$ cat config.mk
export PLATFORM = sky130hd
export DESIGN_NAME = one_wire_temp_sensor_master
export DESIGN_NICKNAME = d
export VERILOG_FILES = /design/src/hdl/owts_pkg.sv /design/src/hdl/one_wire_temp_sensor_master.sv /design/src/hdl/owts_seq.sv /design/src/hdl/owts_out.sv
export SDC_FILE = /design/constraint.sdc
export NUM_CORES = 1
export LEC_CHECK = 0
export CORE_ASPECT_RATIO = 1.75
export CORE_MARGIN = 2
export CORE_UTILIZATION = 35
export CTS_CLUSTER_DIAMETER = 150
export CTS_CLUSTER_SIZE = 28
export DETAILED_ROUTE_END_ITERATION = 10
export DONT_BUFFER_PORTS = 1
export GPL_TIMING_DRIVEN = 1
export HOLD_SLACK_MARGIN = 0.12
export PLACE_DENSITY = 0.47
export REMOVE_ABC_BUFFERS = 1
export SYNTH_ARGS = -nofsm -noshare
export SYNTH_HDL_FRONTEND = slang
export SYNTH_HIERARCHICAL = 1
export SYNTH_SLANG_ARGS = --single-unit
export TNS_END_PERCENT = 20
$ cat constraint.sdc
create_clock -name clock -period 9.6 [get_ports clock]
set_clock_uncertainty 0.1 [all_clocks]
set_input_delay 1.92 -clock clock [delete_from_list [all_inputs] [get_ports clock]]
set_output_delay 1.92 -clock clock [all_outputs]
set_load 0.1 [all_outputs]
$ cat src/hdl/owts_pkg.sv
// Shared types, codes and tables for the one-wire temperature sensor master.
// No dependencies; used by every module of the block but owts_checker.
`default_nettype none
package owts_pkg;

   localparam int LINE_COUNT_DEF = 4;

   // word kinds on the request channel
   localparam logic [1:0] KIND_TICK  = 2'd0;
   localparam logic [1:0] KIND_START = 2'd1;
   localparam logic [1:0] KIND_READ  = 2'd2;

   // sequence steps
   localparam logic [3:0] STEP_CONV_RESET = 4'd0;
   localparam logic [3:0] STEP_CONV_SKIP  = 4'd1;
   localparam logic [3:0] STEP_CONV_CMD   = 4'd2;
   localparam logic [3:0] STEP_PROBE      = 4'd3;
   localparam logic [3:0] STEP_RD_RESET   = 4'd4;
   localparam logic [3:0] STEP_RD_SKIP    = 4'd5;
   localparam logic [3:0] STEP_RD_CMD     = 4'd6;
   localparam logic [3:0] STEP_RD_LOW     = 4'd7;
   localparam logic [3:0] STEP_RD_HIGH    = 4'd8;
   localparam logic [3:0] STEP_RD_END     = 4'd9;
   localparam logic [3:0] STEP_IDLE       = 4'd15;

   // slot types
   localparam logic [1:0] TYPE_RESET = 2'd0;
   localparam logic [1:0] TYPE_WRITE = 2'd1;
   localparam logic [1:0] TYPE_PROBE = 2'd2;
   localparam logic [1:0] TYPE_RBYTE = 2'd3;

   // phases within a slot
   localparam logic [1:0] SUB_LEAD = 2'd0;
   localparam logic [1:0] SUB_MID  = 2'd1;
   localparam logic [1:0] SUB_TAIL = 2'd2;

   localparam logic [7:0] CMD_SKIP_ROM  = 8'hcc;
   localparam logic [7:0] CMD_CONVERT   = 8'h44;
   localparam logic [7:0] CMD_READ_SPAD = 8'hbe;

   localparam logic [2:0] LAST_BIT = 3'd7;

   typedef struct packed {
      logic [3:0]  pull_lines;
      logic        busy_res;
      logic        result_valid;
      logic        not_ready;
      logic [16:0] temperature_milli;
   } result_type;

   function automatic logic [1:0] step_type(input logic [3:0] step);
      logic [1:0] t;
      unique case (step) inside
         STEP_CONV_RESET, STEP_RD_RESET, STEP_RD_END: t = TYPE_RESET;
         STEP_CONV_SKIP, STEP_CONV_CMD, STEP_RD_SKIP, STEP_RD_CMD: t = TYPE_WRITE;
         STEP_PROBE: t = TYPE_PROBE;
         STEP_RD_LOW, STEP_RD_HIGH: t = TYPE_RBYTE;
         default: t = TYPE_RESET;
      endcase
      return t;
   endfunction

   function automatic logic [7:0] step_byte(input logic [3:0] step);
      logic [7:0] b;
      unique case (step) inside
         STEP_CONV_SKIP, STEP_RD_SKIP: b = CMD_SKIP_ROM;
         STEP_CONV_CMD: b = CMD_CONVERT;
         STEP_RD_CMD: b = CMD_READ_SPAD;
         default: b = 8'h00;
      endcase
      return b;
   endfunction

   // phase lengths in microsecond ticks
   function automatic logic [8:0] sub_len(input logic [1:0] t, input logic [1:0] sub);
      logic [8:0] n;
      if (t == TYPE_RESET) begin
         case (sub)
            SUB_LEAD: n = 9'd480;
            SUB_MID:  n = 9'd60;
            default:  n = 9'd420;
         endcase
      end else if (t == TYPE_WRITE) begin
         n = (sub == SUB_MID) ? 9'd60 : 9'd1;
      end else begin
         case (sub)
            SUB_LEAD: n = 9'd1;
            SUB_MID:  n = 9'd14;
            default:  n = 9'd45;
         endcase
      end
      return n;
   endfunction

   // sixteenths of a degree to thousandths, truncated
   function automatic logic [9:0] frac_milli(input logic [3:0] f);
      logic [9:0] m;
      case (f)
         4'd0:  m = 10'd0;
         4'd1:  m = 10'd62;
         4'd2:  m = 10'd125;
         4'd3:  m = 10'd187;
         4'd4:  m = 10'd250;
         4'd5:  m = 10'd312;
         4'd6:  m = 10'd375;
         4'd7:  m = 10'd437;
         4'd8:  m = 10'd500;
         4'd9:  m = 10'd562;
         4'd10: m = 10'd625;
         4'd11: m = 10'd687;
         4'd12: m = 10'd750;
         4'd13: m = 10'd812;
         4'd14: m = 10'd875;
         default: m = 10'd937;
      endcase
      return m;
   endfunction

endpackage
`default_nettype wire

$ cat src/hdl/one_wire_temp_sensor_master.sv
// One-wire temperature sensor master, top level.
// Depends on owts_pkg, owts_seq and owts_out.
//
// Each request word is a one-microsecond tick with sampled line levels, or a
// start or read command; each produces exactly one response word, registered
// in the response output register. One word is taken every cycle, limited
// only by that register: req_stall rises only while a held response is
// stalled. The sequencer state advances once per accepted word, so slot
// timing follows the tick words as delivered.
`default_nettype none
module one_wire_temp_sensor_master
   import owts_pkg::*;
#(
   parameter int LINE_COUNT = LINE_COUNT_DEF
) (
   input  wire logic        clock,
   input  wire logic        reset,
   input  wire logic        req_valid,
   output logic             req_stall,
   input  wire logic [1:0]  req_kind,
   input  wire logic [1:0]  req_bus,
   input  wire logic [3:0]  req_line_levels,
   output logic             rsp_valid,
   input  wire logic        rsp_stall,
   output logic [3:0]       rsp_pull_lines,
   output logic             rsp_busy_res,
   output logic             rsp_result_valid,
   output logic             rsp_not_ready,
   output logic [16:0]      rsp_temperature_milli
);

   logic       ready;
   logic       accept;
   result_type seq_result;
   result_type rsp_word;

   assign req_stall = !ready;
   assign accept    = req_valid && ready;

   owts_seq #(
      .LINE_COUNT(LINE_COUNT)
   ) u_seq (
      .clock       (clock),
      .reset       (reset),
      .accept      (accept),
      .kind        (req_kind),
      .bus         (req_bus),
      .line_levels (req_line_levels),
      .result      (seq_result)
   );

   owts_out u_out (
      .clock     (clock),
      .reset     (reset),
      .load      (accept),
      .data_in   (seq_result),
      .out_stall (rsp_stall),
      .ready     (ready),
      .out_valid (rsp_valid),
      .data_out  (rsp_word)
   );

   assign rsp_pull_lines        = rsp_word.pull_lines;
   assign rsp_busy_res          = rsp_word.busy_res;
   assign rsp_result_valid      = rsp_word.result_valid;
   assign rsp_not_ready         = rsp_word.not_ready;
   assign rsp_temperature_milli = rsp_word.temperature_milli;

endmodule
`default_nettype wire

$ cat src/hdl/owts_seq.sv
// Bus sequencer: slot timing, bit shifting and temperature conversion.
// Depends on owts_pkg. Updates its state on every accepted word.
`default_nettype none
module owts_seq
   import owts_pkg::*;
#(
   parameter int LINE_COUNT = LINE_COUNT_DEF
) (
   input  wire logic       clock,
   input  wire logic       reset,
   input  wire logic       accept,
   input  wire logic [1:0] kind,
   input  wire logic [1:0] bus,
   input  wire logic [3:0] line_levels,
   output result_type      result
);

   logic [3:0] step_ff, step_in;
   logic [1:0] sub_ff, sub_in;
   logic [8:0] timer_ff, timer_in;
   logic [2:0] bitcnt_ff, bitcnt_in;
   logic [7:0] shift_ff, shift_in;
   logic [1:0] active_ff, active_in;
   logic [7:0] low_ff, low_in;
   logic [7:0] high_ff, high_in;

   logic [1:0]  cur_type;
   logic [8:0]  timer_inc;
   logic        idle;
   logic        done;
   logic        drive;
   logic        busy;
   logic [3:0]  pull;
   logic        res_valid;
   logic        res_nrdy;
   logic [16:0] res_milli;
   logic [6:0]  whole;
   logic [16:0] milli;

   assign idle     = (step_ff == STEP_IDLE);
   assign cur_type = step_type(step_ff);
   assign timer_inc = timer_ff + 9'd1;
   assign whole    = {high_ff[2:0], low_ff[7:4]};
   assign milli    = 17'(whole) * 17'd1000 + 17'(frac_milli(low_ff[3:0]));

   always_comb begin
      step_in   = step_ff;
      sub_in    = sub_ff;
      timer_in  = timer_ff;
      bitcnt_in = bitcnt_ff;
      shift_in  = shift_ff;
      active_in = active_ff;
      low_in    = low_ff;
      high_in   = high_ff;
      done      = 1'b0;
      res_valid = 1'b0;
      res_nrdy  = 1'b0;
      res_milli = '0;

      if ((kind == KIND_START || kind == KIND_READ)) begin
         if (idle && (32'(bus) < LINE_COUNT)) begin
            active_in = bus;
            step_in   = (kind == KIND_READ) ? STEP_PROBE : STEP_CONV_RESET;
            sub_in    = SUB_LEAD;
            timer_in  = '0;
            bitcnt_in = '0;
            shift_in  = step_byte(step_in);
         end
      end else if (kind == KIND_TICK && !idle) begin
         if (timer_inc >= sub_len(cur_type, sub_ff)) begin
            timer_in = '0;
            if (sub_ff != SUB_TAIL) begin
               if ((cur_type == TYPE_PROBE || cur_type == TYPE_RBYTE) && sub_ff == SUB_MID)
                  shift_in = {line_levels[active_ff], shift_ff[7:1]};
               sub_in = sub_ff + 2'd1;
            end else begin
               done = 1'b1;
               if (cur_type == TYPE_WRITE || cur_type == TYPE_RBYTE) begin
                  if (cur_type == TYPE_WRITE)
                     shift_in = {1'b0, shift_ff[7:1]};
                  if (bitcnt_ff < LAST_BIT) begin
                     bitcnt_in = bitcnt_ff + 3'd1;
                     sub_in    = SUB_LEAD;
                     done      = 1'b0;
                  end
               end
               if (done) begin
                  unique case (step_ff)
                     STEP_CONV_CMD: begin
                        step_in = STEP_IDLE;
                     end
                     STEP_PROBE: begin
                        if (!shift_in[7]) begin
                           step_in   = STEP_IDLE;
                           res_valid = 1'b1;
                           res_nrdy  = 1'b1;
                        end else begin
                           step_in   = STEP_RD_RESET;
                           sub_in    = SUB_LEAD;
                           bitcnt_in = '0;
                           shift_in  = step_byte(STEP_RD_RESET);
                        end
                     end
                     STEP_RD_END: begin
                        step_in   = STEP_IDLE;
                        res_valid = 1'b1;
                        res_milli = milli;
                     end
                     default: begin
                        if (step_ff == STEP_RD_LOW)
                           low_in = shift_in;
                        else if (step_ff == STEP_RD_HIGH)
                           high_in = shift_in;
                        step_in   = step_ff + 4'd1;
                        sub_in    = SUB_LEAD;
                        bitcnt_in = '0;
                        shift_in  = step_byte(step_in);
                     end
                  endcase
               end
            end
         end else begin
            timer_in = timer_inc;
         end
      end
   end

   // line drive as seen after this word
   always_comb begin
      drive = (sub_in == SUB_LEAD) ||
              (step_type(step_in) == TYPE_WRITE && sub_in == SUB_MID && !shift_in[0]);
      busy  = (step_in != STEP_IDLE);
      pull  = (busy && drive) ? (4'b0001 << active_in) : 4'b0000;
   end

   assign result = '{pull, busy, res_valid, res_nrdy, res_milli};

   always_ff @(posedge clock) begin
      if (reset) begin
         step_ff   <= STEP_IDLE;
         sub_ff    <= SUB_LEAD;
         timer_ff  <= '0;
         bitcnt_ff <= '0;
         shift_ff  <= '0;
         active_ff <= '0;
      end else if (accept) begin
         step_ff   <= step_in;
         sub_ff    <= sub_in;
         timer_ff  <= timer_in;
         bitcnt_ff <= bitcnt_in;
         shift_ff  <= shift_in;
         active_ff <= active_in;
      end
   end

   // scratchpad bytes, written before use
   always_ff @(posedge clock) begin
      if (accept) begin
         low_ff  <= low_in;
         high_ff <= high_in;
      end
   end

endmodule
`default_nettype wire

$ cat src/hdl/owts_out.sv
// Output register for the response channel; frees the request side whenever
// it is empty or the held word is being taken. Depends on owts_pkg.
`default_nettype none
module owts_out
   import owts_pkg::*;
(
   input  wire logic       clock,
   input  wire logic       reset,
   input  wire logic       load,
   input  wire result_type data_in,
   input  wire logic       out_stall,
   output logic            ready,
   output logic            out_valid,
   output result_type      data_out
);

   logic       valid_ff, valid_in;
   result_type data_ff;

   assign ready     = !valid_ff || !out_stall;
   assign valid_in  = load ? 1'b1 : (valid_ff && out_stall);
   assign out_valid = valid_ff;
   assign data_out  = data_ff;

   always_ff @(posedge clock) begin
      if (reset)
         valid_ff <= 1'b0;
      else
         valid_ff <= valid_in;
   end

   always_ff @(posedge clock) begin
      if (load)
         data_ff <= data_in;
   end

endmodule
`default_nettype wire

After elaboration in Yosys (flattened, before gate mapping)
Memory sizes are Yosys's and may differ from the RTL's. A register that Yosys moved wholly into a read port is not among the register bits. Cells that the tools add are included.

Register bits after elaboration: 64. ROM bits: 160. Memories kept: 1.

$add $sub $neg: 5. $mul: 1. Magnitude comparators: 3. Eq/ne operators: 37. Shift-type cells: 1. Multiplexer cells: 73. Bitwise gates (word level): 9. Reduce and logical (&&, ||, !) cells: 39.

Memory list: (no name shown) (words 16, bits a word 10, read ports 1, clocked after Yosys merged registers in 1, write ports 0, line owts_pkg.sv:98) `case (f)`.

Operators with widths (count): two-way mux 8 bit (13); two-way mux 9 bit (8); one-hot mux 8 bit (3 select lines) (2); == test 4 x 3 -> 1 bit (second input constant) (10); two-way mux 4 bit (8); two-way mux 3 bit (9); == test 4 x 2 -> 1 bit (second input constant) (6); two-way mux 2 bit (12); one-hot mux 9 bit (2 select lines) (1); adder 17 x 10 -> 17 bit (1); == test 4 x 1 -> 1 bit (second input constant) (4); == test 4 bit (second input constant) (4); one-hot mux 8 bit (2 select lines) (1); multiplier 7 x 7 -> 14 bit (second input constant) (1); one-hot mux 2 bit (3 select lines) (2); one-hot mux 6 bit (2 select lines) (1); OR reduction 6 bit (2); == test 2 x 1 -> 1 bit (second input constant) (5); AND reduction 5 bit (2); OR reduction 2 bit (5); adder 9 x 1 -> 9 bit (second input constant) (1); greater-or-equal comparator 9 bit (1); two-way mux 1 bit (9); inverter 1 bit (9); 29 further kinds (51).

Depth between registers and ports, before layout
Depth in word-level cells: 27. Depth in mapped cells: 21. Depth with buffers taken out: 18.

By module
Netlist, hierarchy kept.

Modules (own cells, without submodules): owts_seq (instances 1, cells each 576, area each 4885.9 sq um, sequential area each 1091.0 sq um); owts_out (instances 1, cells each 28, area each 753.2 sq um, sequential area each 740.7 sq um); one_wire_temp_sensor_master (instances 1, cells each 2, area each 10.0 sq um, sequential area each 0.0 sq um).

Least setup slack after synthesis
No wires, ideal clock.

Path kind: reg2reg. From: register u_seq.low_ff[5]. To: register u_out.data_ff, in the netlist u_out/data_out[16] (data pin). Library setup time: 140 ps. Arrival time: 4739 ps. Required time: 9360 ps. Setup slack: 4621 ps. Cell stages (with the launch flop): 16. Period minus slack after synthesis: 4979 ps. Path through: edfxtp_1 fa_1 fa_1 fa_1 inv_1 fa_1 inv_1 ha_1 a21oi_1 o22ai_1 o22a_1 or4b_1 and3_1 nor4_1 xnor3_1 nor2_1.

Word-level cells in the longest chain between the ends: 2.

RTL lines: from (decl) (line owts_seq.sv:24) `logic [7:0] low_ff, low_in;`; from (signal assigned) (line owts_seq.sv:159) `low_ff <= low_in;`; multiplier 7 x 7 -> 14 bit (line owts_seq.sv:44) `assign milli = 17'(whole) * 17'd1000 + 17'(frac_milli(low_ff[3:0]));`; adder 17 x 10 -> 17 bit (line owts_seq.sv:44); to (signal assigned) (line owts_out.sv:34) `data_ff <= data_in;`; to (decl) (line owts_out.sv:18) `result_type data_ff;`.

Every way passes these cells. A chain may end at the register's enable or synchronous reset.

==> impl_results.md <==
- RR Endpoint: u_seq/milli[2]
- Placed Area: between 5000 and 6000 sq um
- RSZ-0062 raised after global routing: false
- Minimum clock period: 5.48 ns
- Asr flop ratio synth: 0%
- Synth Register Bits: 74
- Cts repair resizes: 0
- Final nets: between 600 and 700
- Port Buffer Count: 0
- Num Clock Sinks: 74
- WL/cell: between 15 and 20 um
- Core area: 15,900 sq um
- Flop pwr share: between 40% and 50%
- Slew HR: about 32%
- Pint: around 580 uW
- Final hold vios: 0
- Wirelength, routed: 13.4 mm
- Maximum VDD drop: roughly 73 uV
- Pwr per Cell Area: around 140 nW/um^2
- Worst setup EP type: flop
- Synth area leaders: edfxtp_1 19%, ha_1 14%, dfxtp_1 14%
- Clock transition at the registers of the reported paths: 0.06 ns
- Post-DP HPWL: 10.5 mm
- Critical path class: flop to flop
- # Max-Cap Violations: 0
- Post-synth top area cell: edfxtp_1
- Final Instance Area: roughly 6000 sq um
- Vias per cell: 5.44
- Clk Latency, worst-skew pair: approximately 0.34 ns
- Most frequent cells after synthesis: 64 x ha_1, 64 x nor2_1, 49 x inv_1
- Routed Antenna Nets: 0
- Sw Pwr: 269 uW
- Largest net degree at the start of global routing: 37
- Residual DRC count: 0
- Drt first-iter violations: approximately 190
- Crit path max fanout: 14
- ANT cells: 0
- Hold WC Path Type: flop to flop
- Post-cts hold buffer count: 0
- Total GRT Usage: roughly 16%
- CTS tree: done
- Antenna violations before repair: 0
- Post-CTS Setup Repair Bufs: 0
- Clock Power Share: slightly above 40%
- Pre-antenna DRT Iters: 4
- Reg2Reg Depth: 15
- Data arrival time of the critical path: about 5.7 ns
- Vias in the first global route: ~4,300
- Share of cells above drive strength 1: about 7.0%
- Predominant post-synthesis flop cell: dfxtp_1
- Mapped Area: approximately 5600 sq um
- Sequential share of the synthesized area: 32.4%
- Ys Warns: 6
- Worst-margin pin slew: approximately 1 ns
- Root buf cell: clkbuf_16
- Hold path start: u_seq/shift_ff[0]
- Period utilization: ~57%
- Final setup viols: 0
- Flop2flop setup slack: roughly 4 ns
- EDFF count, synth: 35
- Hold Path Sink: u_seq/shift_ff[0]
- Num rows: 61
- Setup TNS: 0 ns
- Switching part of the total power: between 30% and 40%
- Die Wd: about 100 um
- Final GP Congestion: approximately 0.87
- Critical register-to-register path startpoint: u_seq/step_ff[0]
- Worst Path Required: 9.77 ns
- # IOs: 38
- H-tree lvl count: 3
- Startpoint Class: flop
- Grt total ovfl: 0
- Clock Tree Buf Depth: 2
- Logic pwr share: 12.0%
- CTS buffer count: 9
- Static leakage: ~2.6 nW
- Post-synth top area share: around a fifth
- Fmax: 0.183 GHz
- Syn_area_per_cell: ~9.3 sq um
- Cells on Worst Hold Path: 2
- Status: finished, final reports clean
- Die span in y: around 170 um
- Starting Density: a little over a third
- Vias: 4,315
- Synthesized instance count: around 600
- First-pass GRT wire length: ~21 mm
- Die area: around 17,000 sq um
- Max-slew violations: 0
- Synth unique cells: 67
- Area growth, synth to finish: 8.28%
==> final cells by class <==
| class | instances | area, sq um |
|---|---|---|
| sequential | 74 | 1830 |
| clock buffer | 9 | 225 |
| inverter | 49 | 184 |
| multi-input combinational | 460 | 3530 |
| timing repair buffer | 5 | 37.5 |
| tap | 189 | 236 |
| fill | 1601 | 9760 |
| clock inverter | 7 | 75.1 |
==> state kept, by name, indices dropped and copies added (netlist names), named ones only <==
| register | count |
|---|---|
| u_seq/timer_ff | 9 |
| u_out/out_valid | 1 |
| u_out/data_out | 24 |
| u_seq/active_ff | 2 |
| u_seq/step_ff | 4 |
| u_seq/milli | 3 |
| u_seq/shift_ff | 8 |
| u_seq/low_ff | 8 |
| u_seq/bitcnt_ff | 3 |
| u_seq/high_ff | 3 |
| u_seq/sub_ff | 2 |
==> cell usage in the layout, fill, tap and decap left out, drive strengths merged, types with 3 or more instances in the layout <==
| master | n |
|---|---|
| nand2b | 10 |
| dfxtp | 39 |
| a21boi | 3 |
| and2 | 11 |
| or2 | 5 |
| inv | 52 |
| nor3b | 4 |
| a22oi | 12 |
| nand2 | 39 |
| a32oi | 3 |
| nor4 | 3 |
| mux2 | 6 |
| nor2 | 65 |
| xnor2 | 16 |
| a31oi | 4 |
| o22ai | 5 |
| edfxtp | 35 |
| and3 | 6 |
| nor2b | 9 |
| o21ai | 23 |
| o32ai | 4 |
| nand3b | 3 |
| or3 | 4 |
| fa | 19 |
| nand4 | 3 |
| xor2 | 11 |
| nor3 | 12 |
| mux2i | 10 |
| o21a | 6 |
| a21oi | 36 |
| o31a | 3 |
| clkbuf | 9 |
| a21o | 10 |
| nand3 | 21 |
| a211oi | 4 |
| ha | 64 |
| o31ai | 3 |
| buf | 5 |
==> routing by layer <==
| layer | GRT usage [%] | routed length [um] |
|---|---|---|
| met3 | 2.59 | 297 |
| met2 | 31.9 | 7640 |
| met5 | 0 | 0 |
| met4 | 7.92 | 529 |
| met1 | 15.3 | 4930 |
==> critical path: stages (launching register included) <==
cell,delay (ns)
dfxtp_1,0.54
ha_1,0.45
nand2b_1,0.18
and2_1,0.24
nor2_1,0.49
inv_1,0.17
ha_1,0.31
nand3_1,0.06
o31a_1,0.26
a311oi_2,0.79
and2_1,0.42
nand4_4,0.21
mux2i_1,0.51
ha_1,0.35
mux2i_1,0.17
xor2_1,0.15
==> power groups by stage <==
stage	registers [mW]	clock network, mW	logic (mW)
after global placement	0.408	0	0.101
final	0.401	0.345	0.102
after global routing	0.403	0.369	0.112
after CTS	0.401	0.357	0.102
after detailed placement	0.408	0	0.101
after floorplan	0.404	0	0.0737
==> cell families after synthesis <==
logic type,after synthesis,synth area share (%)
and+or+nand+nor,200,17.6
muxes,17,3.72
xor gates and xnor gates,28,4.58
DFF,74,32.4
adders and majority gates,83,20.9
AOI/OAI and AO/OA,132,15.7
buffers and inverters,72,5.14
==> metrics by stage <==
step | instances | setup WS [ns] | hold WS (ns) | power [mW] | util (%)
after floorplan | 583 | 4.61 | 0.355 | 0.478 | -
after global placement | 777 | 4.21 | 0.386 | 0.508 | 36.6
after detailed placement | 777 | 4.08 | 0.390 | 0.509 | 36.6
after CTS | 793 | 4.21 | 0.399 | 0.859 | 38.5
after global routing | 793 | 3.71 | 0.416 | 0.884 | 38.5
final | 793 | 4.12 | 0.405 | 0.847 | 38.5
==> worst max path at each step <==
stage | startpoint | endpoint | slack (ns) | cells after the start
2_1_floorplan | u_seq/low_ff[5] | u_out/data_out[16] | 4.61 | 15
3_3_place_gp | req_kind[0] | u_seq/milli[2] | 4.21 | 11
3_5_place_dp | req_kind[0] | u_seq/milli[2] | 4.08 | 11
4_1_cts | u_seq/step_ff[0] | u_seq/milli[2] | 4.21 | 15
5_1_grt | u_seq/step_ff[0] | u_seq/milli[2] | 3.71 | 15
6_report | u_seq/step_ff[0] | u_seq/milli[2] | 4.12 | 15
Power figures use the tool's default switching activity.
